[config.mk]
export PLATFORM = sky130hd
export DESIGN_NAME = pts_mem
export DESIGN_NICKNAME = d
export VERILOG_FILES = /design/src/rtl/pts_mem.sv
export SDC_FILE = /design/constraint.sdc
export NUM_CORES = 1
export LEC_CHECK = 0
export BUFFER_PORTS_ARGS = -buffer_cell sky130_fd_sc_hd__buf_2
export CAP_MARGIN = 15
export CORE_ASPECT_RATIO = 0.7
export CORE_MARGIN = 2
export CORE_UTILIZATION = 52
export CTS_BUF_LIST = sky130_fd_sc_hd__clkbuf_16
export CTS_CLUSTER_SIZE = 20
export DETAILED_ROUTE_END_ITERATION = 16
export GPL_TIMING_DRIVEN = 0
export PLACE_DENSITY = 0.71
export SLEW_MARGIN = 20
export SYNTH_ARGS = -nofsm -noshare
export SYNTH_HDL_FRONTEND = slang
export SYNTH_SLANG_ARGS = --single-unit
[constraint.sdc]
create_clock -name clk -period 3 [get_ports clk]
set_input_delay 0.75 -clock clk [delete_from_list [all_inputs] [get_ports clk]]
set_output_delay 0.75 -clock clk [all_outputs]
set_load 0.05 [all_outputs]
[src/rtl/pts_mem.sv]
// ----------------------------------------------------------------------------
// pts_mem: process table storage
// One write and one registered read port; entries never written read as the
// reset word. A write and a read of the same entry in one cycle forward.
// ----------------------------------------------------------------------------
`default_nettype none

module pts_mem #(
  parameter int W = 8,
  parameter int DEPTH = 64,
  parameter int AW = 6,
  parameter logic [W-1:0] RESET_WORD = '0
) (
  input  wire logic          clk,
  input  wire logic          rst_n,
  input  wire logic          we,
  input  wire logic [AW-1:0] waddr,
  input  wire logic [W-1:0]  wdata,
  input  wire logic [AW-1:0] raddr,
  output logic      [W-1:0]  rdata
);

  logic [W-1:0]     mem [DEPTH];
  logic [DEPTH-1:0] vld_r;
  logic [W-1:0]     rdata_r;

  always_ff @(posedge clk) begin
    if (we) begin
      mem[waddr] <= wdata;
    end
    if (we && waddr == raddr) begin
      rdata_r <= wdata;
    end else if (vld_r[raddr]) begin
      rdata_r <= mem[raddr];
    end else begin
      rdata_r <= RESET_WORD;
    end
  end

  always_ff @(posedge clk) begin
    if (!rst_n) begin
      vld_r <= '0;
    end else if (we) begin
      vld_r[waddr] <= 1'b1;
    end
  end

  assign rdata = rdata_r;

endmodule

`default_nettype wire

=== Yosys cells after proc, flatten, opt, wreduce, memory -nomap -nowiden ===
Memory sizes are Yosys's and may differ from the RTL's.
Index checks and enable logic that the tools add are counted.

* Equality and inequality tests: 1
* Bitwise operators: 1
* Mux-type cells: 8
* Magnitude comparators: 3
* Reduce and logical (&&, ||, !) cells: 2

{| class="wikitable"
|+ Operators by type and width
! kind !! number
|-
| $or 64x64->64 || 1
|-
| $mux 8 || 2
|-
| $lt 6x7->1 const B || 2
|-
| $bmux 1 s6 || 1
|-
| $demux 1 s6 || 1
|-
| $eq 6x6->1 || 1
|-
| $ge 6x1->1 const B || 1
|-
| $mux 1 || 4
|-
| $logic_and 1x1->1 || 2
|}

* RAM bits: 512
* Flip-flop bits (word level): 72
* Memories kept: 1
* Input bits: 23

{| class="wikitable"
|+ Memory list
! memory !! words !! width !! read ports !! clocked after memory_dff !! wr ports !! RTL line !! RTL
|-
| mem || 64 || 8 || 1 || 0 || 1 || 23 || <nowiki>logic [W-1:0] mem [DEPTH];</nowiki>
|}

=== Logic depth before layout (Yosys ltp) ===
Gate-level depths: netlist (run 1).

* Depth after elaboration: 5
* Gate-level depth with buffers: 9

=== Worst setup path before layout (run 1) ===
No wires, ideal clock.

* Path type: input-to-reg
* Start: input we
* End: memory mem[40][0] (enable)
* Path slack: 0.499 ns
* Path buffers: 1
* Stages on the path: 4
* Data required time: 2.614 ns
* Arrival: 2.115 ns
* Setup time: 0.386 ns
* Cell sequence: clkbuf_1 -> nor2b_1 -> nand3_1 -> nor3_1

* Cells in the longest elaborated chain, start to end: 2

{| class="wikitable"
|+ RTL lines
! item !! RTL line !! RTL
|-
| start: declaration || 16 || <nowiki>input wire logic we,</nowiki>
|-
| $mux 1 || 28 || <nowiki>if (we) begin</nowiki>
|-
| $mux 1 (not written as such) || 29 || <nowiki>mem[waddr] <= wdata;</nowiki>
|-
| end: declaration || 23 ||
|}

Every way passes these cells.

=== Worst setup path in the final report (run 1) ===
* Start: input raddr[2]
* End: register rdata_r[4] (netlist: rdata[4])

* Cells in the longest elaborated chain, start to end: 4

{| class="wikitable"
|+ RTL lines
! item !! RTL line !! RTL
|-
| start: declaration || 19 || <nowiki>input wire logic [AW-1:0] raddr,</nowiki>
|-
| $bmux 1 s6 || 33 || <nowiki>end else if (vld_r[raddr]) begin</nowiki>
|-
| $mux 1 (not written as such) || 33 ||
|-
| $mux 8 || 33 ||
|-
| $mux 8 (*) || 31 || <nowiki>if (we && waddr == raddr) begin</nowiki>
|-
| end signal: assignment || 32 || <nowiki>rdata_r <= wdata;</nowiki>
|-
| end signal: assignment || 34 || <nowiki>rdata_r <= mem[raddr];</nowiki>
|-
| end: declaration || 25 || <nowiki>logic [W-1:0] rdata_r;</nowiki>
|}

Mark *: on every way between the ends. The rest lies on a longest branch, timed or not. The select of a mux whose other input is x is not followed.
A chain may end at the register's enable or synchronous reset.

==> summary.md, run 1 <==
| Metric | Value |
|---|---|
| Cell count after synthesis | 1143 |
| Hold path depth | 1 |
| Clock transition at path regs | 0.07 ns |
| Peak supply drop | 521 µV |
| Final period util | 100% |
| Crit path required time | 3.41 ns |
| Crit end category | register |
| R2r worst-path depth | 5 |
| RSZ-0062 raised after global routing | false |
| Final Max Slew Viols | 0 |
| Drt wl/cell | 31.1 µm |
| Worst slack at placement | -0.644 ns |
| DR vias | 11836 |
| Instance area after placement | 0.0234 mm² |
| Count leader, synth | edfxtp_1 |
| Hold Buf Count CTS | 0 |
| CP peak stage delay | 0.67 ns |
| Max_slew headroom | 25.3% |
| Final setup fails | 1 |
| Status | complete, but fails checks |
| Pin count of the biggest net entering global routing | 66 |
| Number of antenna violations at the first check in global routing | 5 |
| Rows | 63 |
| Worst Hold End | vld_r[20]$_SDFFE_PN0P_ |
| Yosys warning total | 0 |
| Syn nets | 1166 |
| Reg2reg start | mem[56][4]$_DFFE_PP_ |
| Nets | 1247 |
| Iter 0 DRT Violations | 1605 |
| Post-DP HPWL | 37700 µm |
| Fraction of layout cells with a size suffix above 1 | 23.5% |
| Layout area overhead | 11.8% |
| HP Start | vld_r[20]$_SDFFE_PN0P_ |
| Pwr per Cell Area | 658 mW/mm² |
| Ports | 31 |
| Post-layout instance area | 0.0251 mm² |
| Critical path peak fanout | 10 |
| Synth area leaders | edfxtp_1, mux4_2, dfxtp_1 |
| Ys flop type | edfxtp_1 |
| Hold Fails Final Rpt | 0 |
| Post-synth ARST share | 0% |
| Area share of the largest cell type after synthesis | 68.4% |
| Vias in the first global route | 11817 |
| Die Width | 252 µm |
| Post-Syn Area | 0.0225 mm² |
| Via density | 6.49 |
| Worst Hold Class | register to register |
| Post-route DRC | 0 |
| Initial Util | 52.9% |
| Cell repeated most along the worst path | clkbuf_1 |
| CP max stage cell | clkbuf_1 |
| Total Routing Usage GR | 25.8% |
| Top cells by count, synth | edfxtp_1, mux4_2, dfxtp_1 |
| First-pass GRT wire length | 81300 µm |
| FF-to-FF End | rdata[4]$_DFF_P_ |
| CTS tree | yes |
| Placer Congestion | 0.996 |
| Clk buf depth | 3 |
| Final worst setup slack | -0.00892 ns |
| Synth cell types | 36 |
| Critical-path cell list | buf_2 > nor2b_1 > clkbuf_1 > clkbuf_1 > a22oi_1 > a21oi_1 > nor4_1 > o31ai_1 |
| Final Critical Period | 3.01 ns |
| Post-synth EDFFs | 512 |
| R2R Setup Slk | 0.61 ns |
| CP Class | input port to register |
| Buffers added on ports | 21 |
| CTS Buf Count | 52 |
| Startpoint Class | input port |
| Clk Latency, worst-skew pair | 0.60 ns |
| Fmax | 0.332 GHz |
| Leakage | 7.96 nW |
| Clock skew | 0.0291 ns |
| MaxCap Viol Count | 0 |
| Most area-hungry cell type in the Yosys netlist | edfxtp_1 |
| CTS root buffer | clkbuf_16 |
| Pre-antenna DRT Iters | 7 |
| # fillers | 3055 |
| Post-Route WL | 56700 µm |
| Avg Cell Area, Syn | 19.7 µm² |
| FF+latch count, synth | 584 |
| Die Area | 0.0449 mm² |
| Failing checks | setup timing |
| Die Y | 178 µm |
| Grt ovf | 0 |
| Core Region | 0.0425 mm² |
| Clock sink count | 584 |
| Slew at the pin with the worst max-slew slack | 1.12 ns |
| Final ANT Viol Nets | 0 |
| CTS H-Tree Depth | 2 |
| Post-synthesis sequential area ratio | 74.9% |
| Critical Path AT | 3.42 ns |
==> logic make-up after synthesis <==
group           count (synthesis)  synth area share (%)
mux                           156                  14.3
xor+xnor                        6                 0.234
buf+inv                        73                  1.78
flops                         584                  74.9
simple gates                  140                  2.89
compound gates                184                  5.90
==> layer usage <==
| metal | up-vias | share of wire (%) | GRT usage (%) |
|---|---|---|---|
| li1 | 4878 | - | - |
| met1 | 6215 | 44 | 39.6 |
| met2 | 638 | 43 | 36.4 |
| met3 | 105 | 11 | 7.04 |
| met4 | 0 | 2.6 | 7.40 |
| met5 | - | 0 | 0 |
==> critical path: cells and delay by family <==
family | cells | cell delay (ns)
AND/OR/NAND/NOR | 2 | 0.27
AO/OA/AOI/OAI | 3 | 1.28
buffers and inverters | 3 | 1.11
==> report_power, final <==
part           total [W]  internal, W  switching [W]
Clock            0.00671      0.00375        0.00296
Sequential       0.00890      0.00889      0.0000164
Combinational   0.000920     0.000298       0.000622
Total             0.0165       0.0129        0.00360
==> final cells by class <==
type	count	area, µm²	area share [%]
timing repair buffer	27	190	0.758
multi-input combinational	486	5280	21.0
sequential	584	16800	67.0
clock buffer	55	1380	5.48
inverter	3	11.3	0.0449
clock inverter	42	332	1.32
buffer	70	397	1.58
tap	552	691	2.75
antenna	4	10.0	0.0399
==> cells in the final DEF, fill, tap and decap left out, types with 14 or more instances in the layout <==
cell type,count
a21oi_1,32
a22oi_1,68
buf_2,37
clkbuf_1,26
clkbuf_16,55
dfxtp_1,72
edfxtp_1,512
inv_1,14
mux2i_1,20
mux4_2,132
nand2_1,22
nor2_1,59
o21a_1,64
==> metrics by stage <==
stage	power, W	instances	setup TNS (ns)	util, %	hold slack, ns
floorplan	0.00959	1143	0	-	0.435
global placement	0.00995	1716	-23.49	54.7	0.441
detailed placement	0.00998	1722	-10.24	55.0	0.452
CTS	0.0165	1819	0	59.0	0.467
global route	0.0169	1823	0	59.1	0.475
finish	0.0165	1823	-0.00892	59.1	0.467
==> how the worst max path moves through the flow <==
stage	from	to	cells after the start
after floorplan	we	mem[40][0]$_DFFE_PP_	4
after global placement	raddr[2]	rdata[3]$_DFF_P_	8
after detailed placement	raddr[2]	rdata[3]$_DFF_P_	8
after CTS	raddr[2]	rdata[3]$_DFF_P_	8
after global routing	raddr[2]	rdata[4]$_DFF_P_	8
final	raddr[2]	rdata[4]$_DFF_P_	8
==> registers in the layout, summed over array words and instances (netlist names) <==
register / cells
mem: 512
vld_r: 64
rdata: 8
==> what timing repair did <==
item | CTS | global route
hold endpoints to repair | 0 | 0
setup endpoints to repair | 3 | 7
gates resized for setup | 1 | 13
setup buffers | 0 | 0
(Power assumes the default switching activity.)
==> inputs of run 2 (changes only) <==
CORE_UTILIZATION = 55   (was 52)
PLACE_DENSITY = 0.74   (was 0.71)
==> summary.md, run 2 (synthesis results as in run 1) <==
| Metric | Value |
|---|---|
| R2r worst-path depth | 5 (unchanged) |
| Final Max Slew Viols | 0 (unchanged) |
| Setup TNS | -0.0332 ns (-0.0243 ns) |
| Buffers added on ports | 21 (unchanged) |
| Crit path required time | 3.39 ns (-0.02 ns) |
| Share of power burned in registers | 55.1% (+1.2 points) |
| Die Area | 0.0425 mm² (-5.3%) |
| Worst Hold End | vld_r[45]$_SDFFE_PN0P_ |
| Clock transition at path regs | 0.06 ns (about the same) |
| NetSw | 0.00352 W (-2.2%) |
| Bufs and invs on worst path | 4 (+1) |
| Nets | 1245 (-0.16%) |
| Peak supply drop | 562 µV (+8.0%) |
| Worst Hold Class | register to register |
| Startpoint Class | input port |
| Status | complete, but fails checks |
| Crit-path leading delay family | buffers and inverters |
| Hold Buf Count CTS | 0 (unchanged) |
| Post-route DRC | 0 (unchanged) |
| Layout area overhead | 11.2% |
| Instance area after placement | 0.0233 mm² (-0.21%) |
| Clock sink count | 584 (unchanged) |
| Core Region | 0.0400 mm² (-5.9%) |
| Critical path peak fanout | 19 (+9) |
| Initial Util | 56.2% (+3.3 points) |
| Fraction of layout cells with a size suffix above 1 | 22.5% (-1.0 points) |
| Critical-path cell list | buf_2 > buf_6 > buf_6 > buf_2 > mux4_2 > a22oi_1 > a21oi_1 > nor4_1 > o31ai_1 |
| Final worst setup slack | -0.0190 ns (-0.0101 ns) |
| Number of flip-flops under the largest register name | 512 (unchanged) |
| CTS tree | yes |
| Fmax | 0.331 GHz (-0.33%) |
| Final Critical Period | 3.02 ns (+0.0101 ns) |
| Reg2reg start | mem[58][2]$_DFFE_PP_ |
| Via density | 6.59 (+1.4%) |
| Hold Fails Final Rpt | 0 (unchanged) |
| Comb pwr share | 5.7% (about the same) |
| Failing checks | setup timing |
| Pre-antenna DRT Iters | 5 (-2) |
| Critical Path AT | 3.41 ns (about the same) |
| Final period util | 101% (+0.34 points) |
| MaxCap Viol Count | 0 (unchanged) |
| Number of antenna cells inserted | 0 (-4) |
| Max_slew headroom | 27.3% (+2.0 points) |
| CP peak stage delay | 0.58 ns (-0.09 ns) |
| Total Routing Usage GR | 26.9% (+1.1 points) |
| Die Width | 246 µm (-2.7%) |
| FF-to-FF End | rdata[2]$_DFF_P_ |
| Pin count of the biggest net entering global routing | 66 (unchanged) |
| Post-DP HPWL | 36400 µm (-3.2%) |
| Vias in the first global route | 11720 (-0.82%) |
| Ports | 31 (unchanged) |
| Most Crowded Layer GR | met1 |
| CP max stage cell | a22oi_1 |
| DR vias | 11840 (+0.034%) |
| Clock share of power | 39.2% (-1.4 points) |
| Most common cell after layout, fill and taps aside | edfxtp_1 |
| CTS Buf Count | 53 (+1.9%) |
| Placer Congestion | 0.990 (-0.61%) |
| RSZ-0062 raised after global routing | false |
| Die Y | 173 µm (-2.7%) |
| Post-Route WL | 55600 µm (-2.0%) |
| Final setup fails | 2 (+1) |
| Clk Latency, worst-skew pair | 0.59 ns (about the same) |
| Worst slack at placement | -0.576 ns (+0.0678 ns) |
| Most frequent cells in the layout | edfxtp_1, mux4_2, dfxtp_1 |
| Pwr per Cell Area | 648 mW/mm² (-1.6%) |
| Rows | 61 (-3.2%) |
| CP Class | input port to register |
| Int Pwr | 0.0127 W (-2.2%) |
| Reg with most FFs | mem |
| Clock skew | 0.0186 ns (-0.0104 ns) |
| Drt wl/cell | 30.9 µm (-0.62%) |
| Leakage | 7.92 nW (-0.55%) |
| Met1 Use GR | 40.8% (+1.2 points) |
| Number of antenna violations at the first check in global routing | 2 (-3) |
| Post-layout instance area | 0.0250 mm² (-0.54%) |
| Met2 GRT Util | 37.3% (+0.88 points) |
| CTS root buffer | clkbuf_16 |
| Crit end category | register |
| First-pass GRT wire length | 81400 µm (about the same) |
| Hold path depth | 1 (unchanged) |
| Final ANT Viol Nets | 0 (unchanged) |
| Switching Share | 21.8% (about the same) |
| Slew at the pin with the worst max-slew slack | 1.09 ns (-0.0299 ns) |
| Clk buf depth | 3 (unchanged) |
| HP Start | vld_r[45]$_SDFFE_PN0P_ |
| Grt ovf | 0 (unchanged) |
| GRT met3 Usage | 9.90% (+2.9 points) |
| Iter 0 DRT Violations | 1770 (+10%) |
| CTS H-Tree Depth | 2 (unchanged) |
| R2R Setup Slk | 0.66 ns (+0.05 ns) |
-- run 2: cell count changes in the layout (fill, tap and decap cells not counted), moves of 4 or more --
| cell | before | now |
|---|---|---|
| a22oi_1 | 68 | 62 |
| diode_2 | 4 | 0 |
| inv_1 | 14 | 22 |
| a22oi_2 | 0 | 6 |
-- run 2: through the flow --
step                cells  utilization [%]  power [W]  hold slack (ns)
floorplan            1143                -    0.00959            0.435
global placement     1699             58.1    0.00995            0.443
detailed placement   1703             58.3    0.00998            0.450
CTS                  1798             62.3     0.0162            0.467
global route         1798             62.4     0.0166            0.478
finish               1798             62.4     0.0162            0.464
-- run 2: how the worst max path moves through the flow --
stage	from	end	depth (start not counted)
after floorplan	we	mem[40][0]$_DFFE_PP_	4
after global placement	raddr[1]	rdata[4]$_DFF_P_	8
after detailed placement	raddr[1]	rdata[4]$_DFF_P_	8
after CTS	raddr[2]	rdata[6]$_DFF_P_	8
after global routing	raddr[1]	rdata[2]$_DFF_P_	9
final	raddr[1]	rdata[2]$_DFF_P_	9
-- run 2: power by group through the flow --
stage          Sequential [W]  Combinational, W  Clock [W]
2_1_floorplan         0.00911          0.000476          0
6_report              0.00891          0.000920    0.00634
3_3_place_gp          0.00908          0.000870          0
3_5_place_dp          0.00908          0.000894          0
5_1_grt               0.00891          0.000963    0.00672
4_1_cts               0.00891          0.000897    0.00641
-- run 2: final cells by class --
cell class | instances | area, µm²
multi-input cells | 486 | 5300
clock buffers | 55 | 1380
clock inverters | 41 | 226
fillers | 2764 | 15000
inverters | 3 | 11.3
flip-flops and latches | 584 | 16800
well taps | 535 | 669
plain buffers | 69 | 389
repair buffers | 25 | 175
-- run 2: per-layer routing --
| layer | part of all wire (%) | up-vias |
|---|---|---|
| met3 | 13 | 108 |
| met1 | 41 | 6208 |
| li1 | - | 4869 |
| met2 | 44 | 655 |
| met5 | 0 | - |
| met4 | 2.4 | 0 |
-- run 2: what timing repair did --
| action | in CTS | in global routing |
|---|---|---|
| buffers inserted | 0 | 0 |
| gates resized for setup | 0 | 14 |
| cloned | 0 | 0 |
| endpoints found under the setup margin | 1 | 7 |
